[config.mk]
export PLATFORM = sky130hd
export DESIGN_NAME = osp_ram
export DESIGN_NICKNAME = d
export VERILOG_FILES = /design/src/rtl/osp_ram.sv
export SDC_FILE = /design/constraint.sdc
export NUM_CORES = 2
export LEC_CHECK = 0
export ABC_AREA = 1
export BUFFER_PORTS_ARGS = -buffer_cell sky130_fd_sc_hd__buf_4
export CAP_MARGIN = 20
export CORE_AREA = 3 3 600 364
export DETAILED_ROUTE_END_ITERATION = 10
export DIE_AREA = 0 0 603 367
export PLACE_DENSITY = 0.55
export SYNTH_ARGS = -nofsm -noshare
export SYNTH_HDL_FRONTEND = slang
export SYNTH_SLANG_ARGS = --single-unit
[constraint.sdc]
create_clock -name clk -period 5.35 [get_ports clk]
set_input_delay 1.07 -clock clk [delete_from_list [all_inputs] [get_ports clk]]
set_output_delay 1.07 -clock clk [all_outputs]
set_load 0.02 [all_outputs]
[src/rtl/osp_ram.sv]
`timescale 1ns / 1ps
`default_nettype none
module osp_ram #(
  parameter int WIDTH = 21,
  parameter int DEPTH = 100
) (
  input  wire logic                     clk,
  input  wire logic                     we,
  input  wire logic [$clog2(DEPTH)-1:0] waddr,
  input  wire logic [WIDTH-1:0]         wdata,
  input  wire logic [$clog2(DEPTH)-1:0] raddr,
  output logic      [WIDTH-1:0]         rdata
);
  logic [WIDTH-1:0] mem [DEPTH];

  always_ff @(posedge clk) begin
    if (we) begin
      mem[waddr] <= wdata;
    end
    rdata <= mem[raddr];
  end
endmodule
`default_nettype wire

=== Word-level counts from Yosys, hierarchy flattened ===
Memories as Yosys holds them, arrays and structs flattened. A register that Yosys moved wholly into a read port is not among the register bits.
Cells that the tools add are included.
Widths: inputs -> output; s select.

* Muxes and demuxes: 2

{| class="wikitable"
|+ Operator list
! operator !! number
|-
| $mux 1 || 2
|}

* Register bits: 0
* RAM bits: 2100
* Bits of input ports: 37
* Output and inout port bits: 21
* Word-level logic and storage cells: 3
* Memories: 1

{| class="wikitable"
|+ Memory list
! memory !! depth !! width !! read ports !! clocked after Yosys merged registers in !! wr ports !! RTL line !! RTL
|-
| mem || 100 || 21 || 1 || 1 || 1 || 14 || <nowiki>logic [WIDTH-1:0] mem [DEPTH];</nowiki>
|}

=== Logic depth before layout (Yosys ltp) ===
* Depth in word-level cells: 2
* Mapped depth: 15

=== Least setup slack after synthesis ===
Ideal clock, no wire load.

* Kind: input to register
* Start: in we
* End: mem mem[57][0], enable pin
* Library setup time: 0.454 ns
* Arrival: 3.649 ns
* Setup slack: 1.247 ns
* Cell stages on the path: 3
* Buffers on the path: 1
* Path through: clkbuf_1 -> nand3_1 -> nor4_1

* Longest elaborated chain between the ends: 2

{| class="wikitable"
|+ RTL lines
! element !! RTL line !! RTL
|-
| start, declared || 8 || <nowiki>input wire logic we,</nowiki>
|-
| $mux 1 || 17 || <nowiki>if (we) begin</nowiki>
|-
| $mux 1 (not written as such) || 18 || <nowiki>mem[waddr] <= wdata;</nowiki>
|-
| end, declared || 14 ||
|}

No other way between the ends.

==> results.sh <==
export IMPL_cts_htree_levels=4
export IMPL_start_util=0.400
export IMPL_syn_area_mm2=0.0851
export IMPL_path_max_fanout=60
export IMPL_hold_worst_slack_ns=0.684
export IMPL_die_x_um=603
export IMPL_die_area_mm2=0.221
export IMPL_dp_hpwl_um=149000
export IMPL_grt_pass1_wl_um=380000
export IMPL_fmax_mhz=311
export IMPL_cts_tree="yes"
export IMPL_grt_max_degree=197
export IMPL_yosysWarnings=0
export IMPL_via_per_inst=5.55
export IMPL_vias=55800
export IMPL_overflow=0
export IMPL_clk_pin_slew_ns=0.07
export IMPL_io_pins=58
export IMPL_required_ns=6.05
export IMPL_min_period_ns=3.21
export IMPL_final_max_slew_viol_count=0
export IMPL_wl_um=265000
export IMPL_clock_latency_ns=0.84
export IMPL_die_y_um=367
export IMPL_p_leak_uw=0.0332
export IMPL_r2r_start="mem[14][2]"
export IMPL_hold_start="raddr[6]"
export IMPL_drcViolationCount=0
export IMPL_holdCritPathClass="primary input to flip-flop"
export IMPL_peakVddDrop_mv=0.260
export IMPL_syn2layout_area_growth_pct=11.7
export IMPL_post_cts_setup_buffer_count=0
export IMPL_worstSetupEndpointType="flip-flop"
export IMPL_routabilityCongestion=0.855
export IMPL_worstMarginPinSlew_ns=1.41
export IMPL_synth_seq_cells=2121
export IMPL_rows=131
export IMPL_skew_ns=0.0392
export IMPL_ys_types=24
export IMPL_tns_ns=0
export IMPL_root_buffer="clkbuf_16"
export IMPL_synth_area_per_cell_um2=12.1
export IMPL_critPathMaxStageDelay_ns=0.61
export IMPL_syn_nets=7070
export IMPL_yosysSeqAreaShare=0.746
export IMPL_cts_path_max_buffers=4
export IMPL_final_area_mm2=0.0951
export IMPL_post_cts_resized=0
export IMPL_start_kind="primary input"
export IMPL_netlist_instances=7033
export IMPL_grt_pass1_vias=51500
export IMPL_fp_coreArea_mm2=0.213
export IMPL_critical_path_class="primary input to flip-flop"
export IMPL_first_pass_iters=7
export IMPL_place_inst=9716
export IMPL_cp_slowest_cell="buf_4"
export IMPL_path_common_cell="nand3_1"
export IMPL_finalCritPeriodShare=0.600
export IMPL_rsz0062_at_grt="false"
export IMPL_drive_gt1_frac=0.0885
export IMPL_path_cells="buf_8 > inv_8 > buf_4 > nand3_1 > nand3_1 > nand3_1 > nand3_1 > nand3_1 > nand3_1 > nand2_1"
export IMPL_numCtsBuffers=190
export IMPL_drt_iter0_markers=7523
export IMPL_maxCapViolations=0
export IMPL_grt_use_total=0.234
export IMPL_post_drt_wl_per_cell_um=26.3
export IMPL_startpoint="raddr[1]"
export IMPL_post_dp_cell_area_mm2=0.0893
export IMPL_status="finished clean"
export IMPL_crit_arrival_ns=3.91
export IMPL_finalSetupViolations=0
export IMPL_finalNetCount=7088
export IMPL_postRouteAntennaNets=0
export IMPL_instances_no_fill=10100
export IMPL_numPortBuffers=57
export IMPL_hold_buffers=0
export IMPL_utilization=0.447
export IMPL_power_per_cell_area_mw_per_mm2=357
export IMPL_hold_viol_final=0
export IMPL_cts_sinks=2121
export IMPL_max_slew_margin_rel=0.0584
export IMPL_antenna_found_initial=20
==> area by class of cell <==
cell class | count | area [um^2]
Fill cell | 19300 | 117000
Timing Repair Buffer | 287 | 2720
Sequential cell | 2121 | 63500
Clock buffer | 246 | 5120
Tap cell | 2859 | 3580
Inverter | 40 | 185
Clock inverter | 83 | 663
Multi-Input combinational cell | 4411 | 19400
Antenna cell | 7 | 17.5
==> placed cells by master (no fill, tap or decap), drive strengths merged <==
master	count
nor2	167
o221ai	1
edfxtp	2100
clkinv	72
a21oi	37
clkbuf	246
o211ai	12
diode	7
buf	287
nand4	2
nor3	8
o21ai	49
nand2	2318
nand3	1795
o22ai	5
bufinv	11
inv	40
dfxtp	21
a221o	15
nor4	2
==> Yosys cell counts <==
master | number | share of area
inv_4 | 1 | 0.000074
o221ai_1 | 1 | 0.00010
edfxtp_1 | 2100 | 0.74
dfxtp_1 | 21 | 0.0049
inv_1 | 35 | 0.0015
a21oi_1 | 37 | 0.0022
nand3_1 | 1795 | 0.11
buf_4 | 69 | 0.0061
nand2_1 | 2318 | 0.10
nand4_1 | 2 | 0.00015
buf_6 | 15 | 0.0020
o21ai_0 | 48 | 0.0028
o21ai_1 | 1 | 0.000059
buf_1 | 48 | 0.0021
nor3_1 | 8 | 0.00047
clkinv_1 | 1 | 0.000044
o211ai_1 | 12 | 0.0011
buf_2 | 249 | 0.015
a221o_1 | 15 | 0.0018
nor2_1 | 167 | 0.0074
nor4_1 | 2 | 0.00015
o22ai_1 | 5 | 0.00037
clkbuf_1 | 80 | 0.0035
inv_2 | 3 | 0.00013
==> kinds of logic after synthesis <==
logic type | count (synthesis) | share of synthesized area
and+or+nand+nor | 4292 | 0.216
buffers and inverters | 501 | 0.0301
DFF | 2121 | 0.746
AOI/OAI and AO/OA | 119 | 0.00835
==> per-layer routing <==
layer | part of all wire | routed length (um) | GRT usage
met5 | 0.00010 | 27 | 0
met3 | 0.10 | 27800 | 0.0576
met1 | 0.45 | 120000 | 0.364
met2 | 0.42 | 112000 | 0.329
met4 | 0.020 | 5230 | 0.0469
==> power breakdown <==
part	total [uW]	internal [uW]	switching, uW
sequential	18400	18300	77.0
clock	13300	7250	6030
combinational	2310	532	1770
total	34000	26100	7880
==> worst max-delay path: cells and delay by family <==
family	cells	cell delay, ns
buffers and inverters	3	1.22
and+or+nand+nor	7	1.49
==> path summary, 6_finish.rpt <==
kind | to | slack (ns) | depth (start not counted)
worst max register to register | rdata[2] | 3.30 | 8
worst min-delay path | rdata[6] | 0.68 | 3
worst max-delay path | rdata[10] | 2.14 | 10
worst min register to register | rdata[0] | 0.75 | 5
==> sequential cells by signal (all words and copies together), names as in the netlist <==
signal  count
rdata      21
mem      2100
==> stage by stage <==
stage	total power [uW]	setup slack, ns
4_1_cts	34200	2.21
2_1_floorplan	19900	1.25
3_3_place_gp	21000	1.28
3_5_place_dp	21000	1.35
6_report	34000	2.14
5_1_grt	35000	1.99
Note: power is estimated with default switching activity, not from simulation.
