[src/rtl/osp_pkg.sv]
`timescale 1ns / 1ps
`default_nettype none
package osp_pkg;

  // Fixed field widths and table depth.
  localparam int POS_BITS = 40;
  localparam int TOT_W = 32;
  localparam int OFF_W = 21;
  localparam int TBL_DEPTH = 100;
  localparam int TBL_AW = 7;

  // Item classes as sorted by the front part.
  localparam logic [1:0] CLS_BYTE = 2'd0;
  localparam logic [1:0] CLS_LAST = 2'd1;
  localparam logic [1:0] CLS_QUERY = 2'd2;

  localparam logic MODE_BYTE = 1'b0;
  localparam logic MODE_QUERY = 1'b1;
  localparam logic KIND_REPORT = 1'b0;
  localparam logic KIND_ANSWER = 1'b1;

  localparam logic [1:0] ST_OK = 2'd0;
  localparam logic [1:0] ST_NOT_OGG = 2'd1;
  localparam logic [1:0] ST_BAD_PACKET = 2'd2;
  localparam logic [1:0] ST_NO_TABLE = 2'd3;

  typedef struct packed {
    logic                mode;
    logic [7:0]          header_byte;
    logic                header_last;
    logic [POS_BITS-1:0] sample_pos;
  } in_item_t;

  typedef struct packed {
    logic                kind;
    logic [1:0]          parse_status;
    logic                table_ready;
    logic [POS_BITS-1:0] byte_pos;
  } out_item_t;

  typedef struct packed {
    logic [1:0]          cls;
    logic [7:0]          header_byte;
    logic [POS_BITS-1:0] sample_pos;
  } q_item_t;

  typedef struct packed {
    logic                start;
    logic                take;
    logic [POS_BITS-1:0] sample_pos;
    logic [TOT_W-1:0]    samples;
    logic [TOT_W-1:0]    bytes;
  } lkp_req_t;

  typedef struct packed {
    logic                done;
    logic [POS_BITS-1:0] byte_pos;
  } lkp_rsp_t;

  typedef struct packed {
    logic              we;
    logic [TBL_AW-1:0] addr;
    logic [OFF_W-1:0]  data;
  } tbl_wr_t;

  localparam logic [13:0] STEP_ROM [256] = '{
    14'd0, 14'd112, 14'd197, 14'd327, 14'd374, 14'd394, 14'd407, 14'd417, 14'd425, 14'd433,
    14'd439, 14'd444, 14'd449, 14'd454, 14'd458, 14'd462, 14'd466, 14'd470, 14'd473, 14'd477,
    14'd480, 14'd483, 14'd486, 14'd489, 14'd491, 14'd494, 14'd497, 14'd499, 14'd502, 14'd504,
    14'd506, 14'd509, 14'd511, 14'd513, 14'd515, 14'd517, 14'd519, 14'd521, 14'd523, 14'd525,
    14'd527, 14'd529, 14'd531, 14'd533, 14'd535, 14'd537, 14'd538, 14'd540, 14'd542, 14'd544,
    14'd545, 14'd547, 14'd549, 14'd550, 14'd552, 14'd554, 14'd555, 14'd557, 14'd558, 14'd560,
    14'd562, 14'd563, 14'd565, 14'd566, 14'd568, 14'd569, 14'd571, 14'd572, 14'd574, 14'd575,
    14'd577, 14'd578, 14'd580, 14'd581, 14'd583, 14'd584, 14'd585, 14'd587, 14'd588, 14'd590,
    14'd591, 14'd593, 14'd594, 14'd595, 14'd597, 14'd598, 14'd599, 14'd601, 14'd602, 14'd604,
    14'd605, 14'd606, 14'd608, 14'd609, 14'd610, 14'd612, 14'd613, 14'd615, 14'd616, 14'd617,
    14'd619, 14'd620, 14'd621, 14'd623, 14'd624, 14'd625, 14'd627, 14'd628, 14'd629, 14'd631,
    14'd632, 14'd634, 14'd635, 14'd636, 14'd638, 14'd639, 14'd640, 14'd642, 14'd643, 14'd644,
    14'd646, 14'd647, 14'd649, 14'd650, 14'd651, 14'd653, 14'd654, 14'd655, 14'd657, 14'd658,
    14'd660, 14'd661, 14'd662, 14'd664, 14'd665, 14'd667, 14'd668, 14'd669, 14'd671, 14'd672,
    14'd674, 14'd675, 14'd677, 14'd678, 14'd679, 14'd681, 14'd682, 14'd684, 14'd685, 14'd687,
    14'd688, 14'd690, 14'd691, 14'd693, 14'd694, 14'd696, 14'd697, 14'd699, 14'd700, 14'd702,
    14'd704, 14'd705, 14'd707, 14'd708, 14'd710, 14'd712, 14'd713, 14'd715, 14'd716, 14'd718,
    14'd720, 14'd721, 14'd723, 14'd725, 14'd727, 14'd728, 14'd730, 14'd732, 14'd734, 14'd735,
    14'd737, 14'd739, 14'd741, 14'd743, 14'd745, 14'd747, 14'd748, 14'd750, 14'd752, 14'd754,
    14'd756, 14'd758, 14'd760, 14'd763, 14'd765, 14'd767, 14'd769, 14'd771, 14'd773, 14'd776,
    14'd778, 14'd780, 14'd782, 14'd785, 14'd787, 14'd790, 14'd792, 14'd795, 14'd797, 14'd800,
    14'd803, 14'd805, 14'd808, 14'd811, 14'd814, 14'd817, 14'd820, 14'd823, 14'd826, 14'd829,
    14'd833, 14'd836, 14'd840, 14'd843, 14'd847, 14'd851, 14'd855, 14'd859, 14'd863, 14'd868,
    14'd872, 14'd877, 14'd882, 14'd887, 14'd893, 14'd898, 14'd904, 14'd911, 14'd918, 14'd925,
    14'd933, 14'd941, 14'd951, 14'd961, 14'd972, 14'd985, 14'd1000, 14'd1017, 14'd1039,
    14'd1067, 14'd1108, 14'd1183, 14'd1520, 14'd2658, 14'd4666, 14'd8191
  };

  function automatic logic [13:0] step_rom(input logic [7:0] idx);
    return STEP_ROM[idx];
  endfunction

endpackage
`default_nettype wire

[src/rtl/osp_front.sv]
`timescale 1ns / 1ps
`default_nettype none
module osp_front (
  input  wire logic               clk,
  input  wire logic               rst,
  input  wire logic               req_valid,
  output logic                    req_stall,
  input  wire osp_pkg::in_item_t  req,
  output logic                    q_valid,
  output osp_pkg::q_item_t        q_item,
  input  wire logic               q_pop
);
  import osp_pkg::*;

  q_item_t    slot [2];
  logic       wr_ptr;
  logic       rd_ptr;
  logic [1:0] count;
  logic       push;
  q_item_t    cls_item;

  // Classify the incoming transaction before it is queued.
  always_comb begin
    cls_item.header_byte = req.header_byte;
    cls_item.sample_pos = req.sample_pos;
    if (req.mode == MODE_QUERY) begin
      cls_item.cls = CLS_QUERY;
    end else if (req.header_last) begin
      cls_item.cls = CLS_LAST;
    end else begin
      cls_item.cls = CLS_BYTE;
    end
  end

  assign req_stall = (count == 2'd2);
  assign push = req_valid && !req_stall;
  assign q_valid = (count != 2'd0);
  assign q_item = slot[rd_ptr];

  always_ff @(posedge clk) begin
    if (push) begin
      slot[wr_ptr] <= cls_item;
    end
    if (rst) begin
      wr_ptr <= 1'b0;
      rd_ptr <= 1'b0;
      count <= 2'd0;
    end else begin
      if (push) begin
        wr_ptr <= !wr_ptr;
      end
      if (q_pop) begin
        rd_ptr <= !rd_ptr;
      end
      count <= count + 2'(push) - 2'(q_pop);
    end
  end
endmodule
`default_nettype wire

[config.mk]
export PLATFORM = sky130hd
export DESIGN_NAME = osp_front
export DESIGN_NICKNAME = d
export VERILOG_FILES = /design/src/rtl/osp_pkg.sv /design/src/rtl/osp_front.sv
export SDC_FILE = /design/constraint.sdc
export NUM_CORES = 1
export LEC_CHECK = 0
export BUFFER_PORTS_ARGS = -buffer_cell sky130_fd_sc_hd__buf_4
export CORE_ASPECT_RATIO = 1.2
export CORE_MARGIN = 10
export CORE_UTILIZATION = 52
export DETAILED_ROUTE_END_ITERATION = 7
export MAX_ROUTING_LAYER = met4
export PLACE_DENSITY = 0.79
export SLEW_MARGIN = 5
export SYNTH_ARGS = -nofsm -noshare
export SYNTH_HDL_FRONTEND = slang
export SYNTH_SLANG_ARGS = --single-unit
[constraint.sdc]
create_clock -name clk -period 6.2 [get_ports clk]
set_input_delay 0.93 -clock clk [delete_from_list [all_inputs] [get_ports clk]]
set_output_delay 0.93 -clock clk [all_outputs]
set_load 0.02 [all_outputs]
* Word-level counts from Yosys, hierarchy flattened
Memory sizes are Yosys's and may differ from the RTL's. A register that Yosys moved wholly into a read port is not among the register bits. Index checks and enable logic that the tools add are counted.
Storage, ports and cells: flip-flop bits (word level) 4, memory bits (writable) 100, bits of input ports 54, memories 1
Cells by class: $add $sub $neg 2, equal/unequal tests 1, muxes and demuxes 6, reduce and logical (&&, ||, !) cells 5
Memories:
- slot | depth 2, width 50, read ports 1, clocked after memory_dff 1, write ports 1, RTL line osp_front.sv:15 | q_item_t slot [2];
Operator list (count):
- 2-to-1 mux 1 bit | 5
- logical NOT 1 bit | 3
- adder 2 x 1 -> 2 bit | 1
- == test 2 bit, second input constant | 1
- 2-to-1 mux 2 bit | 1
- nonzero test 2 bit | 1
- subtractor 2 x 1 -> 2 bit | 1
- logical AND 1 bit | 1

* Longest topological paths before layout
depth in word-level cells 5, mapped depth 8, mapped depth without buffers 8

* Worst setup path after synthesis
OpenSTA, ideal clock, no wires.
kind input to register, start point in req_valid, end point mem slot[0][0] (netlist name), enable pin, library setup time 0.404 ns, data arrival time 2.306 ns, path slack 3.490 ns, stages on the path 3, cell sequence inv_1 -> or3_1 -> inv_1
Between the ends: word-level cells in the longest chain between the ends 3
Ends and longest elaborated chain:
- start, declared | RTL line osp_front.sv:6 | input wire logic req_valid,
- logical AND 1 bit | RTL line osp_front.sv:36 | assign push = req_valid && !req_stall;
- 2-to-1 mux 1 bit | RTL line osp_front.sv:41 | if (push) begin
- 2-to-1 mux 1 bit (implied by the code) | RTL line osp_front.sv:42 | slot[wr_ptr] <= cls_item;
- end, declared | RTL line osp_front.sv:15
Every way passes these cells.

==> summary by stage <==
Run status
The flow ran to the end, and the final reports show no timing, DRC or antenna violations.

GRT
The total overflow left after global routing is 0. The aggregate global-route resource usage is 0.1295. The via count of the first global-routing pass is 2178. For this run, global-route usage on met2 was measured as 0.2179.

The layer carrying the most global-route usage is met2. The first global-routing pass estimated 11030 um of wire. The number of antenna violations at the first check in global routing is 0.

The met3 usage in global routing is 0.03321. The largest net degree at the start of global routing is 51. For met1 alone, demand over resource in global routing was 0.1410.

Detailed routing
The number of detailed-routing iterations run before antenna repair is 4. After detailed routing, the number of remaining DRC violations is 0. Dividing the detail-routed wire length by the instance count gives 18.36 um. The routed via count is 1953. In the routed layout, each cell is associated on average with a via count of 5.034. The count of antenna-violating nets left after detailed routing is 0. The total wire length after detailed routing is 7125 um. For this block, the initial DRC count from the detailed router was 57.

Finish
The post-route core utilization is 0.6747. At the end of the flow, the number of nets in the layout was 349. The fraction of final layout cells sized beyond drive strength 1 is 0.5805. After filler insertion, the fill cell instance count of the layout stands at 544. Summing all multi-input logic gate instances after layout gives 683.2 um^2.

The number of antenna diodes in the final layout is 0. The synthesis-to-finish area growth is 26.34%. In the final layout, flip-flops and latches occupy 3104 um^2.

Setup path
The worst path arrival time is 2.12 ns. The worst register-to-register path has a depth of 4. The required arrival time at the worst endpoint is 5.27 ns.

The kind of critical path is reg2out. The worst register-to-register path ends at slot[0][46]$_DFFE_PP_. Among all stages on the critical path, the largest delay is contributed by sky130_fd_sc_hd__dfxtp_2. The critical path capture point type is a primary output.

The kind of launch point of the worst setup path is a flop. The worst-path maximum fanout is 50. The setup check on the worst reg-to-reg path leaves a slack of 4.10 ns. The number of buffers and inverters on the critical path is 1. The largest stage delay on the critical path is 1.13 ns. In this design, the largest share of critical-path delay is due to flip-flops. The signal on the critical path passes through mux2_2 -> buf_4. The startpoint of the most critical register-to-register path is count[0]$_SDFF_PP0_.

Synthesis
The total of flip-flops plus latches after synthesis is 105. The number of instances in the synthesized netlist is 183. A synthesized cell averages 21.11 um^2. During synthesis, Yosys emitted a total of 0 warnings. The number of nets in the synthesized netlist is 239. Of the synthesized area, sequential elements account for 0.8034.

The number of different library cells used by synthesis comes to 22. The synthesized netlist occupies a cell area of 3862 um^2.

CTS
The number of setup buffers added after CTS is 0. The number of buffers created by CTS is 9. The quantity of gates resized following cts is 0. The clock input transition at the sequential cells of the worst setup and hold paths is 0.08 ns. The CTS sink count is 105. The number of hold buffers added after CTS was 0. TritonCTS built the clock tree. The clock network latency to the later pin of the worst-skew pair is 0.35 ns. The count of H-tree levels built during CTS is 3. The clock root buffer is sky130_fd_sc_hd__clkbuf_8. Counting along the longest clock path gives a buffer depth of 2.

Timing
The final critical-path setup slack is 3.148 ns. For the pin with the worst max-slew slack, the measured transition is 1.211 ns. Setup repair after global routing left no endpoint under its margin. The clock arrives with 0.01543 ns of skew.

After routing, the total negative slack on setup checks comes to 0 ns. The final count of pins violating max slew was 0. The upper clock frequency limit is 327.6 MHz. The worst slew margin relative to its limit is 0.1928.

The shortest period the worst path allows is 3.052 ns. The final setup violation count is 0. The hold slack is 0.4941 ns. The final worst-path cycle share is 0.4923. The final-report hold violation count is 0.

Floorplanning
In this run the core area contains 34 standard-cell rows. The starting density of the core is 0.5341. The full die area is 11290 um^2.

For this design the top-level I/O count stands at 106. Measured along the y axis, the die boundary spans 114.4 um. The die is 98.68 um wide. In this run the standard cell core region covers 7232 um^2.

Place
OpenSTA, run right after detailed placement, puts the worst setup slack at 3.486 ns. The number of buffers inserted by port buffering is 105. The detailed placer's ending HPWL is 4922 um. The final RePlAce weighted congestion is 0.6628.

Min path
The class of the worst hold path is reg2reg. The hold path depth is 2. The critical hold path startpoint is wr_ptr$_SDFFE_PP0P_. The path with the worst hold slack has its endpoint at wr_ptr$_SDFFE_PP0P_.

Pwr
In this run the static leakage power is 0.001838 uW. In this run the power density over the cells is 318.0 nW/um^2. The highest ir drop seen on vdd is 209.5 uV.

Job
The number of max-cap violations is 0.
==> logic make-up (layout without fill, tap and decap cells) <==
family | Yosys count | in the layout | synth area share
DFF | 105 | 105 | 0.8034
AOI/OAI and AO/OA | 2 | 2 | 0.002589
xor gates and xnor gates | 2 | 2 | 0.004536
muxes | 50 | 50 | 0.1458
buffers and inverters | 10 | 125 | 0.01976
and+or+nand+nor | 12 | 12 | 0.01749
adders and majority gates | 2 | 2 | 0.006478
==> worst register-to-register path, stage by stage (launching register included) <==
cell and delay [ns]:
sky130_fd_sc_hd__dfxtp_1 0.35, sky130_fd_sc_hd__nand2b_2 0.15, sky130_fd_sc_hd__inv_2 0.05, sky130_fd_sc_hd__or3_1 0.34
sky130_fd_sc_hd__inv_2 0.78
==> state kept, by name, indices dropped and copies added (netlist names), named ones only <==
signal and flops:
slot 100, count 2, wr_ptr 1, rd_ptr 1
==> per-layer routing <==
metal  wire [um]  share of wire
met5           0              0
met4         131          0.018
met3         352          0.049
met2        3842           0.54
met1        2799           0.39
==> layout make-up <==
type                    instances  area share
inverters                       4    0.003077
clock inverters                 7     0.01077
multi-input cells              68      0.1400
flip-flops and latches        105      0.6362
clock buffers                   9     0.02538
well taps                      90     0.02308
repair buffers                105      0.1615
==> worst max path at each step <==
stage          slack (ns)  cells after the start                   end
2_1_floorplan        3.49                      3  slot[0][0]$_DFFE_PP_
3_3_place_gp         3.50                      2            q_item[46]
3_5_place_dp         3.49                      2            q_item[46]
4_1_cts              3.10                      2            q_item[12]
5_1_grt              3.05                      2            q_item[10]
6_report             3.15                      2            q_item[10]
==> per-stage QoR <==
stage	power, uW	cell area [um^2]	cells
floorplan	1065	3862	183
global placement	1192	4703	372
detailed placement	1200	4703	372
CTS	1571	4880	388
global route	1624	4880	388
finish	1552	4880	388
==> layout by cell type, fill, tap and decap left out, types with 2 or more instances in the layout <==
cell type / n
sky130_fd_sc_hd__buf_4: 105
sky130_fd_sc_hd__edfxtp_1: 100
sky130_fd_sc_hd__mux2_2: 46
sky130_fd_sc_hd__clkbuf_8: 9
sky130_fd_sc_hd__mux2_1: 4
sky130_fd_sc_hd__dfxtp_1: 4
sky130_fd_sc_hd__nor2_1: 3
sky130_fd_sc_hd__inv_6: 3
sky130_fd_sc_hd__nor2b_1: 2
sky130_fd_sc_hd__inv_2: 2
sky130_fd_sc_hd__inv_1: 2
sky130_fd_sc_hd__ha_1: 2
sky130_fd_sc_hd__clkinv_2: 2
==> synthesized netlist by cell type <==
library cell | instances | share of area
sky130_fd_sc_hd__or2_2 | 1 | 0.0016
sky130_fd_sc_hd__nand2b_2 | 1 | 0.0023
sky130_fd_sc_hd__o21ai_0 | 1 | 0.0013
sky130_fd_sc_hd__inv_2 | 1 | 0.00097
sky130_fd_sc_hd__buf_6 | 5 | 0.015
sky130_fd_sc_hd__xnor2_1 | 1 | 0.0023
sky130_fd_sc_hd__mux2_1 | 4 | 0.012
sky130_fd_sc_hd__buf_2 | 1 | 0.0013
sky130_fd_sc_hd__ha_1 | 2 | 0.0065
sky130_fd_sc_hd__nor3_1 | 1 | 0.0013
sky130_fd_sc_hd__nor2b_1 | 2 | 0.0032
sky130_fd_sc_hd__and2_1 | 1 | 0.0016
sky130_fd_sc_hd__edfxtp_1 | 100 | 0.78
sky130_fd_sc_hd__nand2_1 | 1 | 0.00097
sky130_fd_sc_hd__or3_1 | 1 | 0.0016
sky130_fd_sc_hd__a21oi_1 | 1 | 0.0013
sky130_fd_sc_hd__nor2_1 | 3 | 0.0029
sky130_fd_sc_hd__and3_2 | 1 | 0.0019
sky130_fd_sc_hd__dfxtp_1 | 5 | 0.026
sky130_fd_sc_hd__xor2_1 | 1 | 0.0023
sky130_fd_sc_hd__inv_1 | 3 | 0.0029
sky130_fd_sc_hd__mux2_2 | 46 | 0.13
==> report_power, final <==
part | total [uW] | switching [uW] | internal, uW
Sequential | 885 | 28.0 | 857
Combinational | 291 | 155 | 136
Clock | 375 | 226 | 150
No activity file was read; power rests on OpenSTA's default activity.
