File: src/rtl/osp_pkg.sv
`timescale 1ns / 1ps
`default_nettype none
package osp_pkg;

  // Fixed field widths and table depth.
  localparam int POS_BITS = 40;
  localparam int TOT_W = 32;
  localparam int OFF_W = 21;
  localparam int TBL_DEPTH = 100;
  localparam int TBL_AW = 7;

  // Item classes as sorted by the front part.
  localparam logic [1:0] CLS_BYTE = 2'd0;
  localparam logic [1:0] CLS_LAST = 2'd1;
  localparam logic [1:0] CLS_QUERY = 2'd2;

  localparam logic MODE_BYTE = 1'b0;
  localparam logic MODE_QUERY = 1'b1;
  localparam logic KIND_REPORT = 1'b0;
  localparam logic KIND_ANSWER = 1'b1;

  localparam logic [1:0] ST_OK = 2'd0;
  localparam logic [1:0] ST_NOT_OGG = 2'd1;
  localparam logic [1:0] ST_BAD_PACKET = 2'd2;
  localparam logic [1:0] ST_NO_TABLE = 2'd3;

  typedef struct packed {
    logic                mode;
    logic [7:0]          header_byte;
    logic                header_last;
    logic [POS_BITS-1:0] sample_pos;
  } in_item_t;

  typedef struct packed {
    logic                kind;
    logic [1:0]          parse_status;
    logic                table_ready;
    logic [POS_BITS-1:0] byte_pos;
  } out_item_t;

  typedef struct packed {
    logic [1:0]          cls;
    logic [7:0]          header_byte;
    logic [POS_BITS-1:0] sample_pos;
  } q_item_t;

  typedef struct packed {
    logic                start;
    logic                take;
    logic [POS_BITS-1:0] sample_pos;
    logic [TOT_W-1:0]    samples;
    logic [TOT_W-1:0]    bytes;
  } lkp_req_t;

  typedef struct packed {
    logic                done;
    logic [POS_BITS-1:0] byte_pos;
  } lkp_rsp_t;

  typedef struct packed {
    logic              we;
    logic [TBL_AW-1:0] addr;
    logic [OFF_W-1:0]  data;
  } tbl_wr_t;

  localparam logic [13:0] STEP_ROM [256] = '{
    14'd0, 14'd112, 14'd197, 14'd327, 14'd374, 14'd394, 14'd407, 14'd417, 14'd425, 14'd433,
    14'd439, 14'd444, 14'd449, 14'd454, 14'd458, 14'd462, 14'd466, 14'd470, 14'd473, 14'd477,
    14'd480, 14'd483, 14'd486, 14'd489, 14'd491, 14'd494, 14'd497, 14'd499, 14'd502, 14'd504,
    14'd506, 14'd509, 14'd511, 14'd513, 14'd515, 14'd517, 14'd519, 14'd521, 14'd523, 14'd525,
    14'd527, 14'd529, 14'd531, 14'd533, 14'd535, 14'd537, 14'd538, 14'd540, 14'd542, 14'd544,
    14'd545, 14'd547, 14'd549, 14'd550, 14'd552, 14'd554, 14'd555, 14'd557, 14'd558, 14'd560,
    14'd562, 14'd563, 14'd565, 14'd566, 14'd568, 14'd569, 14'd571, 14'd572, 14'd574, 14'd575,
    14'd577, 14'd578, 14'd580, 14'd581, 14'd583, 14'd584, 14'd585, 14'd587, 14'd588, 14'd590,
    14'd591, 14'd593, 14'd594, 14'd595, 14'd597, 14'd598, 14'd599, 14'd601, 14'd602, 14'd604,
    14'd605, 14'd606, 14'd608, 14'd609, 14'd610, 14'd612, 14'd613, 14'd615, 14'd616, 14'd617,
    14'd619, 14'd620, 14'd621, 14'd623, 14'd624, 14'd625, 14'd627, 14'd628, 14'd629, 14'd631,
    14'd632, 14'd634, 14'd635, 14'd636, 14'd638, 14'd639, 14'd640, 14'd642, 14'd643, 14'd644,
    14'd646, 14'd647, 14'd649, 14'd650, 14'd651, 14'd653, 14'd654, 14'd655, 14'd657, 14'd658,
    14'd660, 14'd661, 14'd662, 14'd664, 14'd665, 14'd667, 14'd668, 14'd669, 14'd671, 14'd672,
    14'd674, 14'd675, 14'd677, 14'd678, 14'd679, 14'd681, 14'd682, 14'd684, 14'd685, 14'd687,
    14'd688, 14'd690, 14'd691, 14'd693, 14'd694, 14'd696, 14'd697, 14'd699, 14'd700, 14'd702,
    14'd704, 14'd705, 14'd707, 14'd708, 14'd710, 14'd712, 14'd713, 14'd715, 14'd716, 14'd718,
    14'd720, 14'd721, 14'd723, 14'd725, 14'd727, 14'd728, 14'd730, 14'd732, 14'd734, 14'd735,
    14'd737, 14'd739, 14'd741, 14'd743, 14'd745, 14'd747, 14'd748, 14'd750, 14'd752, 14'd754,
    14'd756, 14'd758, 14'd760, 14'd763, 14'd765, 14'd767, 14'd769, 14'd771, 14'd773, 14'd776,
    14'd778, 14'd780, 14'd782, 14'd785, 14'd787, 14'd790, 14'd792, 14'd795, 14'd797, 14'd800,
    14'd803, 14'd805, 14'd808, 14'd811, 14'd814, 14'd817, 14'd820, 14'd823, 14'd826, 14'd829,
    14'd833, 14'd836, 14'd840, 14'd843, 14'd847, 14'd851, 14'd855, 14'd859, 14'd863, 14'd868,
    14'd872, 14'd877, 14'd882, 14'd887, 14'd893, 14'd898, 14'd904, 14'd911, 14'd918, 14'd925,
    14'd933, 14'd941, 14'd951, 14'd961, 14'd972, 14'd985, 14'd1000, 14'd1017, 14'd1039,
    14'd1067, 14'd1108, 14'd1183, 14'd1520, 14'd2658, 14'd4666, 14'd8191
  };

  function automatic logic [13:0] step_rom(input logic [7:0] idx);
    return STEP_ROM[idx];
  endfunction

endpackage
`default_nettype wire

File: src/rtl/osp_lookup.sv
`timescale 1ns / 1ps
`default_nettype none
module osp_lookup #(
  parameter int FRAC_BITS = 16
) (
  input  wire logic                          clk,
  input  wire logic                          rst,
  input  wire osp_pkg::lkp_req_t             req,
  output osp_pkg::lkp_rsp_t                  rsp,
  output logic [osp_pkg::TBL_AW-1:0]         tbl_addr,
  input  wire logic [osp_pkg::OFF_W-1:0]     tbl_data
);
  import osp_pkg::*;

  localparam int NW = POS_BITS + 7 + FRAC_BITS;
  localparam int HW = NW - FRAC_BITS;
  localparam int MW = NW + 22;
  localparam int VW = MW + 1;
  localparam int PW = VW - 1 + TOT_W;
  localparam int SH = FRAC_BITS + 16;
  localparam int CW = $clog2(NW + 1);

  localparam logic [3:0] S_IDLE = 4'd0;
  localparam logic [3:0] S_DIV = 4'd1;
  localparam logic [3:0] S_SPLIT = 4'd2;
  localparam logic [3:0] S_RD0 = 4'd3;
  localparam logic [3:0] S_RD1 = 4'd4;
  localparam logic [3:0] S_RD2 = 4'd5;
  localparam logic [3:0] S_MUL1 = 4'd6;
  localparam logic [3:0] S_ADD = 4'd7;
  localparam logic [3:0] S_MUL2 = 4'd8;
  localparam logic [3:0] S_SAT = 4'd9;
  localparam logic [3:0] S_DONE = 4'd10;

  logic [3:0]             state;
  logic [CW-1:0]          cnt;
  logic [NW-1:0]          num;
  logic [TOT_W-1:0]       rem;
  logic [TOT_W-1:0]       divisor;
  logic [TOT_W-1:0]       zm;
  logic [TBL_AW-1:0]      k;
  logic                   tneg;
  logic [NW-1:0]          tm;
  logic signed [OFF_W-1:0] prev;
  logic                   dneg;
  logic [21:0]            dm;
  logic [MW-1:0]          mcand;
  logic [MW-1:0]          acc1;
  logic [PW-1:0]          mcand2;
  logic [PW-1:0]          acc2;
  logic [POS_BITS-1:0]    res;

  logic [POS_BITS+6:0]    p100;
  logic [TOT_W:0]         trial;
  logic                   ge;
  logic [HW-1:0]          hi;
  logic [TBL_AW-1:0]      k_c;
  logic [NW-1:0]          kq;
  logic [OFF_W:0]         d;
  logic signed [VW-1:0]   t1s;
  logic signed [VW-1:0]   t2s;
  logic signed [VW-1:0]   vs;
  logic [PW-SH-1:0]       shifted;

  always_comb begin
    p100 = ({7'd0, req.sample_pos} << 6) + ({7'd0, req.sample_pos} << 5)
         + ({7'd0, req.sample_pos} << 2);
    trial = {rem, num[NW-1]};
    ge = (trial >= {1'b0, divisor});
    hi = num[NW-1:FRAC_BITS];
    if (hi > HW'(99)) begin
      k_c = TBL_AW'(99);
    end else if (hi == '0) begin
      k_c = TBL_AW'(1);
    end else begin
      k_c = hi[TBL_AW-1:0];
    end
    kq = NW'(k_c) << FRAC_BITS;
    d = {tbl_data[OFF_W-1], tbl_data} - {prev[OFF_W-1], prev};
    t1s = (dneg ^ tneg) ? -$signed({1'b0, acc1}) : $signed({1'b0, acc1});
    t2s = $signed({{(VW-OFF_W){prev[OFF_W-1]}}, prev}) <<< FRAC_BITS;
    vs = t1s + t2s;
    shifted = acc2[PW-1:SH];
    tbl_addr = (state == S_RD0) ? k - TBL_AW'(1) : k;
  end

  assign rsp.done = (state == S_DONE);
  assign rsp.byte_pos = res;

  always_ff @(posedge clk) begin
    if (rst) begin
      state <= S_IDLE;
    end else begin
      unique case (state)
        S_IDLE: begin
          if (req.start) begin
            num <= NW'(p100) << FRAC_BITS;
            rem <= '0;
            divisor <= req.samples;
            zm <= req.bytes;
            cnt <= CW'(NW);
            state <= S_DIV;
          end
        end
        // Restoring division, one quotient bit per cycle.
        S_DIV: begin
          rem <= ge ? TOT_W'(trial - {1'b0, divisor}) : trial[TOT_W-1:0];
          num <= {num[NW-2:0], ge};
          cnt <= cnt - CW'(1);
          if (cnt == CW'(1)) begin
            state <= S_SPLIT;
          end
        end
        S_SPLIT: begin
          k <= k_c;
          tneg <= (num < kq);
          tm <= (num < kq) ? kq - num : num - kq;
          state <= S_RD0;
        end
        S_RD0: begin
          state <= S_RD1;
        end
        S_RD1: begin
          prev <= tbl_data;
          state <= S_RD2;
        end
        S_RD2: begin
          dneg <= d[OFF_W];
          dm <= d[OFF_W] ? 22'(-d) : 22'(d);
          mcand <= MW'(tm);
          acc1 <= '0;
          cnt <= CW'(22);
          state <= S_MUL1;
        end
        S_MUL1: begin
          if (dm[0]) begin
            acc1 <= acc1 + mcand;
          end
          mcand <= mcand << 1;
          dm <= dm >> 1;
          cnt <= cnt - CW'(1);
          if (cnt == CW'(1)) begin
            state <= S_ADD;
          end
        end
        S_ADD: begin
          if (vs[VW-1] || vs == '0) begin
            res <= '0;
            state <= S_DONE;
          end else begin
            mcand2 <= PW'(vs[VW-2:0]);
            acc2 <= '0;
            cnt <= CW'(TOT_W);
            state <= S_MUL2;
          end
        end
        S_MUL2: begin
          if (zm[0]) begin
            acc2 <= acc2 + mcand2;
          end
          mcand2 <= mcand2 << 1;
          zm <= zm >> 1;
          cnt <= cnt - CW'(1);
          if (cnt == CW'(1)) begin
            state <= S_SAT;
          end
        end
        S_SAT: begin
          res <= (|shifted[PW-SH-1:POS_BITS]) ? '1 : shifted[POS_BITS-1:0];
          state <= S_DONE;
        end
        S_DONE: begin
          if (req.take) begin
            state <= S_IDLE;
          end
        end
        default: begin
          state <= S_IDLE;
        end
      endcase
    end
  end
endmodule
`default_nettype wire

File: config.mk
export PLATFORM = sky130hd
export DESIGN_NAME = osp_lookup
export DESIGN_NICKNAME = d
export VERILOG_FILES = /design/src/rtl/osp_pkg.sv /design/src/rtl/osp_lookup.sv
export SDC_FILE = /design/constraint.sdc
export NUM_CORES = 2
export LEC_CHECK = 0
export BUFFER_PORTS_ARGS = -buffer_cell sky130_fd_sc_hd__buf_2
export CAP_MARGIN = 10
export CELL_PAD_IN_SITES_DETAIL_PLACEMENT = 1
export CELL_PAD_IN_SITES_GLOBAL_PLACEMENT = 1
export CORE_AREA = 2 2 320 322
export DETAILED_ROUTE_END_ITERATION = 8
export DIE_AREA = 0 0 322 324
export PLACE_DENSITY = 0.92
export SLEW_MARGIN = 10
export SYNTH_ARGS = -nofsm -noshare
export SYNTH_HDL_FRONTEND = slang
export SYNTH_SLANG_ARGS = --single-unit
export TNS_END_PERCENT = 5
File: constraint.sdc
create_clock -name clk -period 24.6 [get_ports clk]
set_clock_uncertainty 0.1 [all_clocks]
set_input_delay 2.46 -clock clk [delete_from_list [all_inputs] [get_ports clk]]
set_output_delay 2.46 -clock clk [all_outputs]
set_load 0.05 [all_outputs]
## Yosys cells after proc, flatten, opt, wreduce, memory -nomap -nowiden

Cells that the tools add are included.

- Flip-flop bits (word level): 728
- Bits in latches: 0
- Bits in writable memories: 0
- Bits in read-only memories: 0
- Input bits: 129
- Output and inout port bits: 48
- Logic and storage cells: 115
- Memories: 0

- Add/sub/neg operators: 13
- Multiply operators: 0
- Divide/modulo/power cells: 0
- Order comparisons: 3
- Equal/unequal tests: 20
- Shifts and indexed selects: 0
- Multiplexer cells: 35
- Bitwise logic cells: 2
- Reductions and logical operators: 25

Operators by type and width:

| operator | count |
|---|---|
| $pmux 117 s2 | 2 |
| $mux 117 | 3 |
| $pmux 85 s2 | 2 |
| $pmux 32 s2 | 2 |
| $mux 63 | 2 |
| $pmux 63 s2 | 1 |
| $add 117x117->117 | 1 |
| $mux 32 | 3 |
| $add 86x37->86 | 1 |
| $logic_not 86->1 | 1 |
| $mux 86 | 1 |
| $neg 85->86 | 1 |
| $add 85x85->85 | 1 |
| $mux 85 | 1 |
| $mux 40 | 2 |
| $pmux 40 s2 | 1 |
| $lt 63x23->1 | 1 |
| $sub 23x63->63 | 1 |
| $sub 63x23->63 | 1 |
| $add 46x45->47 | 1 |
| $add 47x42->47 | 1 |
| $gt 47x7->1 const B | 1 |
| $logic_not 47->1 | 1 |
| $reduce_or 45->1 | 1 |
| 31 further kinds | 65 |

## Depth between registers and ports, before layout

- Depth after elaboration: 7
- Mapped depth: 27
- Mapped depth without buffers: 26

## Worst setup path before layout

Ideal clock, no wire load.

- Path kind: in2reg
- From: input rst
- To: register dm[0], enable pin
- Library setup time: 835 ps
- Arrival time: 12640 ps
- Required time: 23665 ps
- Path slack: 11025 ps
- Stages on the path: 2
- Buffers on the path: 1
- Path through: clkbuf_8 -> nor4_1

- Longest elaborated chain between the ends: 2

RTL lines:

| item | line | source |
|---|---|---|
| start, declared | osp_lookup.sv:7 | `input wire logic rst,` |
| $not 1->1 (no source line) | - |  |
| $reduce_and 2->1 (no source line) | - |  |
| end signal, assigned | osp_lookup.sv:129 | `dm <= d[OFF_W] ? 22'(-d) : 22'(d);` |
| end signal, assigned | osp_lookup.sv:140 | `dm <= dm >> 1;` |
| end, declared | osp_lookup.sv:46 | `logic [21:0] dm;` |

Every way passes these cells.
A chain may end at the register's enable or synchronous reset.

## Worst setup path in the final report

- From: register acc1[15]
- To: register acc2[63], enable pin

- Longest elaborated chain between the ends: 7

RTL lines:

| item | line | source |
|---|---|---|
| start, declared | osp_lookup.sv:48 | `logic [MW-1:0] acc1;` |
| start signal, assigned | osp_lookup.sv:137 | `acc1 <= acc1 + mcand;` |
| $neg 85->86 | osp_lookup.sv:80 | `t1s = (dneg ^ tneg) ? -$signed({1'b0, acc1}) : $signed({1'b0, acc1});` |
| $mux 86 (*) | osp_lookup.sv:80 |  |
| $add 86x37->86 (*) | osp_lookup.sv:82 | `vs = t1s + t2s;` |
| $logic_not 86->1 | osp_lookup.sv:147 | `if (vs[VW-1] \|\| vs == '0) begin` |
| $logic_or 1x1->1 (*) | osp_lookup.sv:147 |  |
| $ne 2x2->1 (no source line) (*) | - |  |
| $reduce_and 4->1 (no source line) (*) | - |  |
| end signal, assigned | osp_lookup.sv:159 | `acc2 <= acc2 + mcand2;` |
| end, declared | osp_lookup.sv:50 | `logic [PW-1:0] acc2;` |

Every way passes the cells marked *; elsewhere a longest branch is shown, timed or not.

==> impl_metrics.ini <==
[timing]
hold_viol_final = 0
rsz0062_at_grt = no
fin_tns_setup_ns = 0
layout_min_cycle_time_ns = 8.91
timing.fmax_mhz = 112
tightest_slew_ns = 1.36
slew_headroom = 0.0850
finalCritPeriodShare = 0.362
finalMaxSlewViolations = 0
setup_viol = 0
holdWs_ns = 0.406

[power_and_ir_drop]
power_density_mw_per_mm2 = 68.9
internal-power_mw = 2.66
comb_power_share = 0.292
clockPowerShare = 0.305
power_mw = 4.03
swShare = 0.339
leakage_nw = 23.1
p_sw_mw = 1.37
irDropWorstVdd_v = 0.0000491
p_seq_frac = 0.403

[logic_synthesis]
ys_ff_latch = 728
yosys.area_share.adder = 0.106
syn_nets = 6416
synth_xor_area_frac = 0.0804
synthSimpleGateAreaFrac = 0.184
postSynth.asyncResetShare = 0
yosysUniqueCellTypes = 116
synth_area_mm2 = 0.0540
synth_top_family_by_area = simple AND/OR/NAND/NOR gates
synth_edf_count = 724
synthFlopType = edfxtp_1
syn_avg_cell_area_um2 = 9.22
netlist_instances = 5855
ys_seq_area_frac = 0.404
muxShareOfSynthArea = 0.00714
synth_compound_area_frac = 0.184
ys_warn_count = 0

[critical_path]
endpoint_kind = register
crit_fanout = 70
cp-start-kind = register
slowest_delay_ns = 0.83
crit_buf_inv = 2
r2r_cells = 24
worstPathCellList = nor4_1, nand2_1, nor3_1, nor3b_1, and2_1, nand3_1, nor2_1, a21oi_1, xor2_1, ha_1, nand2_1, nor2_1, nand3_1, or4_1, or2_2, o211a_1, xor2_1, and4_1, nand4_1, nor4_2, a311oi_1, a21boi_4, buf_4, buf_4
worstSetupPathType = register to register
required_ns = 24.76
crit_slowest_cell = buf_4
r2r-start = acc1[15]
crit-reg2reg-capture = acc2[63]
critPathTopFamily = simple AND/OR/NAND/NOR gates
worst_ep_arrival_time_ns = 9.07
r2r_slack_ns = 15.69

[cts]
post_cts_buffers = 0
tritoncts = yes
cts-buffers-inserted = 85
clockRootBuffer = clkbuf_16
cts_max_level = 3
cts_sinks = 728
postCtsResizedCells = 0
hold_buffers = 0
clk_pin_slew_ns = 0.06
clock_latency_ns = 0.66
cts_buffer_depth = 3

[global_route]
grt_max_degree = 105
gr-usage-all-layers = 0.313
grt_first_pass_wirelength_mm = 263
grt_pass1_vias = 47597
grt-ovfl-total = 0
antenna_found_initial = 1

[run]
maxCapViolCount = 0

[drt]
wl_mm = 166
via_per_inst = 6.32
drt_iter0_drc = 3755
drc = 0
detailroute.via_count = 45986
ant_nets = 0
firstDrtPassIters = 6
wl_per_cell_um = 22.8

[finish]
drive_above_1_share = 0.0717
final_cell_mix = 724 x nand2_1, 724 x edfxtp_1, 643 x nor2_1
final_area_mm2 = 0.0584
fin_nets = 6468
syn_to_final_growth_pct = 8.27
instances_no_fill = 7280
nFillCells = 11611

[hold_path]
hold_class = register to register
min_to = mcand[62]
min_from = tm[62]
min_delay_path_depth = 2

[floorplanning]
fp-row-count = 117
initial_core_util = 0.534
die_y_um = 324
die_w_um = 322
dieArea_mm2 = 0.104
core_area_mm2 = 0.101
pin_count = 177

[placed_design]
portBuffers = 176
place_congestion = 0.946
dp_hpwl_mm = 125
placed_area_mm2 = 0.0558
dp.cells = 7129

[outcome]
status = finished clean
## synth_stat cells (9+ instances only)
cell       count  area, um2
a211o_1       12        105
o21bai_1      80        601
a221oi_1      18        158
a2111oi_0     13        114
o211ai_1      21        158
or4_1         19        143
nand3b_1      13       97.6
nor3_1       109        546
and2_1        55        344
o21ai_1       51        255
a21boi_0      12       90.1
nor2_1       645       2420
o21ai_0      290       1450
o31a_1        11       96.3
nand2b_1      51        319
fa_1          43        861
nor2b_1       51        319
xor2_1       223       1950
a41oi_1       12        105
inv_1        204        766
and3_1       106        663
o31ai_1       45        338
xnor2_1      267       2340
a221o_1        9       90.1
a211oi_1      49        368
a31oi_1       65        407
or3_1         39        244
nor3b_1        9       67.6
nand4_1      107        669
nand2_1      726       2730
ha_1         389       4870
a31o_2        11       96.3
a21o_1       182       1370
nand3_1       90        450
mux2i_1       34        340
o41ai_1       18        158
clkbuf_1     224        841
nor4_1        47        294
or2_2         21        131
and4_1        15        131
edfxtp_1     724      21700
o21a_1        53        398
a21oi_1      522       2610
## cell families (layout without fill, tap and decap cells)
group / Yosys count / after routing
AND/OR/NAND/NOR: 2139 / 2139
flip-flops: 728 / 728
other: 0 / 1
buffers and inverters: 455 / 570
adder cells (fa/ha/maj): 432 / 432
multiplexers: 38 / 38
AO/OA/AOI/OAI: 1570 / 1570
XOR/XNOR: 493 / 493
## sequential cells by signal, summed over array words and instances (netlist names), 22 cells and up
name,count
acc2,117
mcand2,117
acc1,85
mcand,85
num,63
tm,63
res,40
divisor,32
rem,32
zm,32
dm,22
## tightest hold or removal path: stages (launching register included)
cell and delay, ns:
edfxtp_1 0.32, nand2_1 0.04, nand2_1 0.05
## routing by layer
layer / vias to the layer above / wire [um] / GRT usage
li1: 21496 / - / -
met1: 22728 / 71700 / 0.416
met2: 1439 / 78600 / 0.529
met3: 323 / 9060 / 0.0325
met4: 0 / 6410 / 0.121
met5: - / 0 / 0
## worst max-delay path by stage
stage	startpoint	to	slack [ns]	depth (start not counted)
2_1_floorplan	rst	dm[0]	11.02	2
3_3_place_gp	acc1[11]	acc2[11]	16.25	24
3_5_place_dp	acc1[15]	acc2[12]	15.88	24
4_1_cts	acc1[15]	acc2[6]	15.83	24
5_1_grt	acc1[19]	acc2[63]	15.11	24
6_report	acc1[15]	acc2[63]	15.69	24
## power groups by stage
stage	registers (mW)	logic [mW]	clock network (mW)
CTS	1.62	1.16	1.24
global route	1.63	1.29	1.28
detailed placement	1.64	1.15	0
finish	1.62	1.18	1.23
floorplan	1.62	0.846	0
global placement	1.64	1.09	0
## layout make-up
class	count	area, um2	share of cell area
sequential	728	21800	0.374
timing repair buffer	211	1140	0.0196
clock inverter	43	365	0.00625
clock buffer	107	2230	0.0382
antenna	1	2.50	0.0000428
inverter	209	785	0.0134
tap	1309	1640	0.0280
multi-input combinational	4672	30400	0.521
## per-stage QoR
stage,worst slack (ns),utilization
after CTS,15.83,0.578
after detailed placement,15.88,0.553
final,15.69,0.578
after floorplan,11.02,-
after global routing,15.11,0.578
after global placement,16.25,0.553
Power figures use the tool's default switching activity.
